### src/design/ucb1_pkg.sv
// shared constants for the ucb1 action selector
package ucb1_pkg;

    // default limit on children per node
    localparam int MAX_CHILDREN_DEF = 16;

    // field widths
    localparam int CNT_W   = 24;
    localparam int MEAN_W  = 32;
    localparam int WGT_W   = 24;
    localparam int IDX_OUT_W = 4;

    // ln2 in unsigned q0.16, truncated
    localparam logic [15:0] LN2_Q16 = 16'd45426;

    // iteration counts of the shared datapath
    localparam int LOG_STEPS  = 16;
    localparam int DIV_STEPS  = 37;
    localparam int SQRT_STEPS = 19;

    // score limits
    localparam logic signed [31:0] SCORE_MAX = 32'sh7fff_ffff;
    localparam logic signed [31:0] SCORE_MIN = 32'sh8000_0000;

    // reset value of the exploration weight (1.0 in q8.16)
    localparam logic [WGT_W-1:0] WGT_RESET = 24'd65536;

endpackage

### src/design/ucb1_action_selector_core.sv
// ucb1 child selection with a shared multiplier, divider and square root sequencer
// sequence: an unvisited, ignored or low-parent-count child goes from accept straight to
//   the update step; a scored child passes accept, 16 log squarings, one ln scale, 37
//   divide steps, 19 square root steps, one bonus multiply and the update, in turn on
//   the one shared multiplier and the one-bit-per-cycle divide and root loops
// a new child is taken in only in idle, once the last one is through; the result of a
//   node is registered at the update step of its last child, and that step waits while
//   an earlier result is still not taken
// reset: asynchronous active low, clears the running best and the weight to 1.0
module ucb1_action_selector_core
#(
    parameter int MAX_CHILDREN = ucb1_pkg::MAX_CHILDREN_DEF
)
(
    input  logic        clk,
    input  logic        rst_n,
    // exploration weight write
    input  logic        cfg_we,
    input  logic [23:0] cfg_wdata,
    // child input: total_visits[23:0], child_visits[47:24], child_mean[79:48]
    input  logic        s_tvalid,
    output logic        s_tready,
    input  logic [79:0] s_tdata,
    input  logic        s_tlast,
    // result: best_index[3:0], best_score[35:4], zero pad[39:36]
    output logic        m_tvalid,
    input  logic        m_tready,
    output logic [39:0] m_tdata,
    // result flag: no_action[0]
    output logic [0:0]  m_tuser
);
    import ucb1_pkg::*;

    localparam int POS_W = $clog2(MAX_CHILDREN + 1);
    localparam int IDX_W = (MAX_CHILDREN > 1) ? $clog2(MAX_CHILDREN) : 1;

    typedef enum logic [6:0] {
        ST_IDLE   = 7'b0000001,
        ST_LOG    = 7'b0000010,
        ST_LN     = 7'b0000100,
        ST_DIV    = 7'b0001000,
        ST_SQRT   = 7'b0010000,
        ST_BONUS  = 7'b0100000,
        ST_UPDATE = 7'b1000000
    } state_t;

    state_t             state_reg;
    logic [5:0]         cnt_reg;
    logic [WGT_W-1:0]   weight_reg;

    // item registers
    logic [CNT_W-1:0]   visits_reg;
    logic signed [31:0] mean_reg;
    logic               last_reg;

    // datapath registers
    logic [4:0]         k_reg;
    logic [31:0]        y_reg;
    logic [15:0]        frac_reg;
    logic [36:0]        num_reg;
    logic [23:0]        rem_reg;
    logic [37:0]        res_reg;
    logic [36:0]        bit_reg;
    logic [26:0]        bonus_reg;

    // node state
    logic signed [31:0] best_score_reg;
    logic [IDX_W-1:0]   best_idx_reg;
    logic [POS_W-1:0]   pos_reg;
    logic               have_best_reg;
    logic               found_unv_reg;

    // output register
    logic               out_valid_reg;
    logic [IDX_OUT_W-1:0] out_idx_reg;
    logic signed [31:0] out_score_reg;
    logic               out_none_reg;

    // input fields
    logic [CNT_W-1:0]   in_total;
    logic [CNT_W-1:0]   in_visits;
    logic signed [31:0] in_mean;
    logic               in_accept;
    logic [4:0]         in_k;
    logic [31:0]        in_y;
    logic               pos_ok;

    assign in_total  = s_tdata[23:0];
    assign in_visits = s_tdata[47:24];
    assign in_mean   = s_tdata[79:48];
    assign s_tready  = (state_reg == ST_IDLE);
    assign in_accept = s_tvalid && s_tready;
    assign pos_ok    = (pos_reg < POS_W'(MAX_CHILDREN));

    // top set bit of the parent count
    always_comb
    begin
        in_k = 5'd0;
        for (int i = 0; i < CNT_W; i++)
        begin
            if (in_total[i])
            begin
                in_k = 5'(i);
            end
        end
    end

    // normalize to q1.31
    assign in_y = {8'b0, in_total} << (5'd31 - in_k);

    // shared multiplier operand select
    logic [31:0] mul_a;
    logic [31:0] mul_b;
    logic [63:0] mul_p;

    always_comb
    begin
        unique case (state_reg)
            ST_LOG:
            begin
                mul_a = y_reg;
                mul_b = y_reg;
            end
            ST_LN:
            begin
                mul_a = {11'b0, k_reg, frac_reg};
                mul_b = {16'b0, LN2_Q16};
            end
            ST_BONUS:
            begin
                mul_a = {8'b0, weight_reg};
                mul_b = {13'b0, res_reg[18:0]};
            end
            default:
            begin
                mul_a = 32'd0;
                mul_b = 32'd0;
            end
        endcase
    end

    assign mul_p = mul_a * mul_b;

    // divide step
    logic [24:0] div_rem;
    logic        div_q;
    assign div_rem = {rem_reg, num_reg[36]};
    assign div_q   = (div_rem >= {1'b0, visits_reg});

    // square root step
    logic [37:0] sq_trial;
    logic        sq_take;
    assign sq_trial = res_reg + {1'b0, bit_reg};
    assign sq_take  = ({1'b0, num_reg} >= sq_trial);

    // score and running best update
    logic signed [32:0] sum_wide;
    logic signed [31:0] score_sat;
    logic               take_unv;
    logic               take_vis;
    logic               have_next;
    logic [IDX_W-1:0]   idx_next;
    logic signed [31:0] score_next;
    logic [IDX_W+3:0]   idx_wide;
    logic               out_stall;
    logic               out_load;

    assign sum_wide  = {mean_reg[31], mean_reg} + $signed({6'b0, bonus_reg});
    assign score_sat = (!sum_wide[32] && sum_wide[31]) ? SCORE_MAX : sum_wide[31:0];
    assign take_unv  = pos_ok && (visits_reg == '0) && !found_unv_reg;
    assign take_vis  = pos_ok && (visits_reg != '0) && !found_unv_reg &&
                       (!have_best_reg || (score_sat > best_score_reg));
    assign have_next = have_best_reg || take_unv || take_vis;
    assign idx_next  = (take_unv || take_vis) ? IDX_W'(pos_reg) : best_idx_reg;
    assign score_next = take_unv ? SCORE_MAX : (take_vis ? score_sat : best_score_reg);
    assign idx_wide  = {4'b0, idx_next};
    assign out_stall = last_reg && out_valid_reg && !m_tready;
    assign out_load  = (state_reg == ST_UPDATE) && last_reg && !out_stall;

    // weight register
    always_ff @(posedge clk or negedge rst_n)
    begin
        if (!rst_n)
        begin
            weight_reg <= WGT_RESET;
        end
        else if (cfg_we)
        begin
            weight_reg <= cfg_wdata;
        end
    end

    // sequencer and datapath
    always_ff @(posedge clk or negedge rst_n)
    begin
        if (!rst_n)
        begin
            state_reg      <= ST_IDLE;
            cnt_reg        <= '0;
            best_score_reg <= SCORE_MIN;
            best_idx_reg   <= '0;
            pos_reg        <= '0;
            have_best_reg  <= 1'b0;
            found_unv_reg  <= 1'b0;
            out_valid_reg  <= 1'b0;
        end
        else
        begin
            if (out_valid_reg && m_tready && !out_load)
            begin
                out_valid_reg <= 1'b0;
            end
            unique case (state_reg)
                ST_IDLE:
                begin
                    if (in_accept)
                    begin
                        visits_reg <= in_visits;
                        mean_reg   <= in_mean;
                        last_reg   <= s_tlast;
                        k_reg      <= in_k;
                        y_reg      <= in_y;
                        frac_reg   <= '0;
                        bonus_reg  <= '0;
                        cnt_reg    <= 6'(LOG_STEPS - 1);
                        if (pos_ok && (in_visits != '0) && !found_unv_reg && (in_total > 24'd1))
                        begin
                            state_reg <= ST_LOG;
                        end
                        else
                        begin
                            state_reg <= ST_UPDATE;
                        end
                    end
                end
                ST_LOG:
                begin
                    // square and pull one fraction bit
                    if (mul_p[63])
                    begin
                        y_reg    <= mul_p[63:32];
                        frac_reg <= {frac_reg[14:0], 1'b1};
                    end
                    else
                    begin
                        y_reg    <= mul_p[62:31];
                        frac_reg <= {frac_reg[14:0], 1'b0};
                    end
                    cnt_reg <= cnt_reg - 6'd1;
                    if (cnt_reg == 6'd0)
                    begin
                        state_reg <= ST_LN;
                    end
                end
                ST_LN:
                begin
                    state_reg <= ST_DIV;
                    cnt_reg   <= 6'(DIV_STEPS - 1);
                    rem_reg   <= '0;
                    num_reg   <= {mul_p[36:16], 16'b0};
                end
                ST_DIV:
                begin
                    // restoring divide, one quotient bit
                    rem_reg <= div_q ? 24'(div_rem - {1'b0, visits_reg}) : div_rem[23:0];
                    num_reg <= {num_reg[35:0], div_q};
                    cnt_reg <= cnt_reg - 6'd1;
                    if (cnt_reg == 6'd0)
                    begin
                        state_reg <= ST_SQRT;
                        cnt_reg   <= 6'(SQRT_STEPS - 1);
                        res_reg   <= '0;
                        bit_reg   <= 37'h1 << 36;
                    end
                end
                ST_SQRT:
                begin
                    // one root bit
                    if (sq_take)
                    begin
                        num_reg <= 37'({1'b0, num_reg} - sq_trial);
                        res_reg <= (res_reg >> 1) + {1'b0, bit_reg};
                    end
                    else
                    begin
                        res_reg <= res_reg >> 1;
                    end
                    bit_reg <= bit_reg >> 2;
                    cnt_reg <= cnt_reg - 6'd1;
                    if (cnt_reg == 6'd0)
                    begin
                        state_reg <= ST_BONUS;
                    end
                end
                ST_BONUS:
                begin
                    bonus_reg <= mul_p[42:16];
                    state_reg <= ST_UPDATE;
                end
                ST_UPDATE:
                begin
                    if (!out_stall)
                    begin
                        state_reg <= ST_IDLE;
                        if (last_reg)
                        begin
                            out_valid_reg  <= 1'b1;
                            out_none_reg   <= !have_next;
                            out_idx_reg    <= have_next ? idx_wide[3:0] : '0;
                            out_score_reg  <= have_next ? score_next : '0;
                            best_score_reg <= SCORE_MIN;
                            best_idx_reg   <= '0;
                            pos_reg        <= '0;
                            have_best_reg  <= 1'b0;
                            found_unv_reg  <= 1'b0;
                        end
                        else
                        begin
                            best_score_reg <= score_next;
                            best_idx_reg   <= idx_next;
                            have_best_reg  <= have_next;
                            found_unv_reg  <= found_unv_reg || take_unv;
                            if (pos_ok)
                            begin
                                pos_reg <= pos_reg + POS_W'(1);
                            end
                        end
                    end
                end
                default:
                begin
                    state_reg <= ST_IDLE;
                end
            endcase
        end
    end

    // result ports
    assign m_tvalid = out_valid_reg;
    assign m_tdata  = {4'b0, out_score_reg, out_idx_reg};
    assign m_tuser  = out_none_reg;

`ifndef SYNTHESIS
    // position counter never passes the child limit
    a_pos_limit: assert property (@(posedge clk) disable iff (!rst_n)
        pos_reg <= POS_W'(MAX_CHILDREN))
        else $error("child position past limit");

    // an unvisited child always leaves a best in place
    a_unv_best: assert property (@(posedge clk) disable iff (!rst_n)
        found_unv_reg |-> (have_best_reg && best_score_reg == SCORE_MAX))
        else $error("unvisited child without max best");

    // no-action result carries zero index and score
    a_none_zero: assert property (@(posedge clk) disable iff (!rst_n)
        (m_tvalid && m_tuser[0]) |-> (m_tdata == 40'd0))
        else $error("no-action result with data");

    // only the update step raises a result
    a_out_src: assert property (@(posedge clk) disable iff (!rst_n)
        $rose(m_tvalid) |-> $past(state_reg == ST_UPDATE))
        else $error("result outside update");
`endif

endmodule
### config.mk
export PLATFORM = sky130hd
export DESIGN_NAME = ucb1_action_selector_core
export DESIGN_NICKNAME = d
export VERILOG_FILES = /design/src/design/ucb1_pkg.sv /design/src/design/ucb1_action_selector_core.sv
export SDC_FILE = /design/constraint.sdc
export NUM_CORES = 2
export LEC_CHECK = 0
export BUFFER_PORTS_ARGS = -buffer_cell sky130_fd_sc_hd__buf_4
export CORE_ASPECT_RATIO = 2
export CORE_MARGIN = 2
export CORE_UTILIZATION = 26
export DETAILED_ROUTE_END_ITERATION = 8
export PLACE_DENSITY_LB_ADDON = 0.12
export SETUP_SLACK_MARGIN = 0.05
export SYNTH_ARGS = -nofsm -noshare
export SYNTH_HDL_FRONTEND = slang
export SYNTH_SLANG_ARGS = --single-unit
### constraint.sdc
create_clock -name clk -period 12.12 [get_ports clk]
set_clock_uncertainty 0.05 [all_clocks]
set_input_delay 2.424 -clock clk [delete_from_list [all_inputs] [get_ports clk]]
set_output_delay 2.424 -clock clk [all_outputs]
set_load 0.02 [all_outputs]
==> flow_summary.ini <==
[routing]
vias = 43900
ant_nets = 0
routed-wl-met3_um = 5970
topRoutingLayerUsed = met5
drc = 0
routedWlPerCell_um = 27.3
wl_met2_um = 139000
wl_met1_um = 76900
first_pass_iters = 8
wl_um = 246000
drt_iter0_markers = 2257
viasPerCell = 4.86

[power]
p_leak_nw = 28.9
p_per_area_nw_per_um2 = 146
max-vdd-ir-drop_uv = 114

[clocking]
clk_latency_ns = 0.62
post-cts-setup-buffers = 0
cts_buffers = 45
clock_path_buffers = 3
cts_resized = 0
cts_tree = built
clkTransAtPathRegs_ns = 0.07
htree_num_levels = 2
cts_root_buffer = clkbuf_16
cts.sinks = 373
ctsHoldBuffers = 0

[worst_setup_path]
reg2reg_to = y_reg[4]
cp-end-kind = flip-flop
required_ns = 12.41
crit_end = y_reg[4]
cpMostUsedCell = fa_1
cp_slowest_cell = and3_1
r2r-start = state_reg[3]
worst-setup-path-type = reg -> reg
cp-start-kind = flip-flop
path_depth = 32
crit_buf_inv = 6
cp-startpoint = state_reg[3]
crit_arrival_ns = 11.71
r2r_cells = 32
crit_family = adder cells
regToRegSetupSlack_ns = 0.70
worst-path-max-fanout = 39
slowest_delay_ns = 0.76

[grt]
grt_pass1_wl_um = 350000
antenna_found_initial = 8
track_usage_pct = 22.6
grt_pass1_vias = 48500
grt_overflow = 0
grt_max_degree = 87

[logic_synthesis]
synth-seq-cells = 373
yosys_most_used_dff = edfxtp_1
synth_area_um2 = 55700
ys_warn_count = 0
avgSynthCellArea_um2 = 9.09
synthCells = 6127
synth_cell_types = 93
seq_area_frac_synth_pct = 19.4
synth_edf_count = 292
async_reset_ff_share_pct = 21.7

[sta]
tns_ns = 0
worst_slew_pin_slew_ns = 1.45
finalHoldViolCount = 0
slew_headroom_pct = 3.59
max_freq_mhz = 87.5
min_period_ns = 11.42
setup_viol = 0
drv_slew = 0
timing.hold.ws_ns = 0.428
min_period_over_period_pct = 94.2
rsz0062_at_grt = false

[status]
outcome = complete, no violations

[die]
start_util_pct = 26.1
die_height_um = 659
coreArea_um2 = 213000
ioPinCount = 153
dieWidth_um = 331
dieArea_um2 = 218000
rows = 240

[cells_and_area]
largest_reg_flops = 38
layout_common_cells = inv_1, fa_1, nor2_1
fin_area_um2 = 62100
num-fill-cells = 22800
area.growth.synth_to_final_pct = 11.5
final_nets = 7622
drive_gt1_share_pct = 7.38
layout_commonest_cell = inv_1
layoutNonFillerInstCount = 9028

[hold_path]
hold_path.class = reg -> reg
holdPathStages = 1

[place]
dp.cells = 8943
numPortBuffers = 148
dp_hpwl_um = 206000
dpl-instance-area_um2 = 60600
gp_congestion = 0.919

[flow_run]
drv_cap = 0
[final cells by class]
type	count	area, µm²	share of cell area [%]
diodes	2	5.00	0.00806
clock buffers	58	1190	1.92
clock inverters	25	274	0.441
inverters	1109	4160	6.70
multi-input cells	4369	39800	64.1
flip-flops and latches	373	10800	17.4
well taps	2783	3480	5.61
repair buffers	309	2380	3.84
[worst register-to-register path, delay by kind of cell (launching register included)]
family | cells | cell delay, ns
multiplexers | 2 | 0.42
AND/OR/NAND/NOR | 9 | 3.09
AO/OA/AOI/OAI | 6 | 2.25
adder cells (fa/ha/maj) | 9 | 4.27
flip-flops | 1 | 0.47
buffers and inverters | 6 | 0.59
[power breakdown]
part | internal [mW] | switching, mW
clock network | 0.808 | 0.628
logic | 1.81 | 4.07
registers | 1.60 | 0.157
total | 4.22 | 4.85
[kinds of logic (layout without fill, tap and decap cells)]
| group | count (synthesis) | in the layout | synth area share (%) |
|---|---|---|---|
| compound gates | 880 | 880 | 10.4 |
| xor+xnor | 183 | 183 | 2.88 |
| fa+ha+maj | 1305 | 1305 | 41.3 |
| buf+inv | 1388 | 1501 | 9.41 |
| flops | 373 | 373 | 19.4 |
| mux | 101 | 101 | 1.88 |
| other cells | 1 | 6 | 0.00673 |
| simple gates | 1896 | 1896 | 14.7 |
[cells in the mapped netlist, types with 18 or more instances]
cell type	instances	area, µm²
or3_1	23	144
and2_1	93	582
nor3_1	31	155
a21oi_1	259	1300
buf_1	22	82.6
ha_1	418	5230
nand3_1	52	260
o21ai_0	134	671
nor4_1	27	169
o221ai_1	19	166
xor2_1	92	806
fa_1	887	17800
nor2_1	729	2740
dfrtp_1	78	1950
o22a_1	22	193
a22oi_1	29	218
a211oi_1	18	135
nand4_1	43	269
clkbuf_1	244	916
inv_1	1103	4140
and3_1	58	363
o21a_1	22	165
xnor2_1	91	797
o21bai_1	32	240
mux2_2	27	304
a31oi_1	42	263
edfxtp_1	292	8770
a221oi_1	49	429
a21o_1	95	713
nand2b_1	33	206
nand2_1	721	2710
nor2b_1	47	294
mux2i_1	74	741
[worst min path at each step]
| stage | slack (ns) | startpoint | end |
|---|---|---|---|
| after floorplan | 0.40 | best_score_reg[11] | best_score_reg[11] |
| after global placement | 0.41 | best_score_reg[15] | best_score_reg[15] |
| after detailed placement | 0.42 | best_score_reg[11] | best_score_reg[11] |
| after CTS | 0.43 | cnt_reg[4] | cnt_reg[4] |
| after global routing | 0.44 | best_score_reg[8] | best_score_reg[8] |
| final | 0.43 | best_score_reg[15] | best_score_reg[15] |
[routing by layer]
layer | vias to the layer above | track usage (%)
li1 | 19800 | -
met1 | 22500 | 20.2
met2 | 1117 | 45.6
met3 | 498 | 1.62
met4 | 2 | 18.3
met5 | - | 0
[metrics by stage]
step	worst slack (ns)	utilization [%]	total power, mW
after detailed placement	0.800	28.4	7.66
final	0.698	29.1	9.07
after global routing	0.292	29.1	9.55
after CTS	0.753	29.1	9.16
after floorplan	2.32	-	4.89
after global placement	0.829	28.4	7.67
No activity file was read; power rests on OpenSTA's default activity.
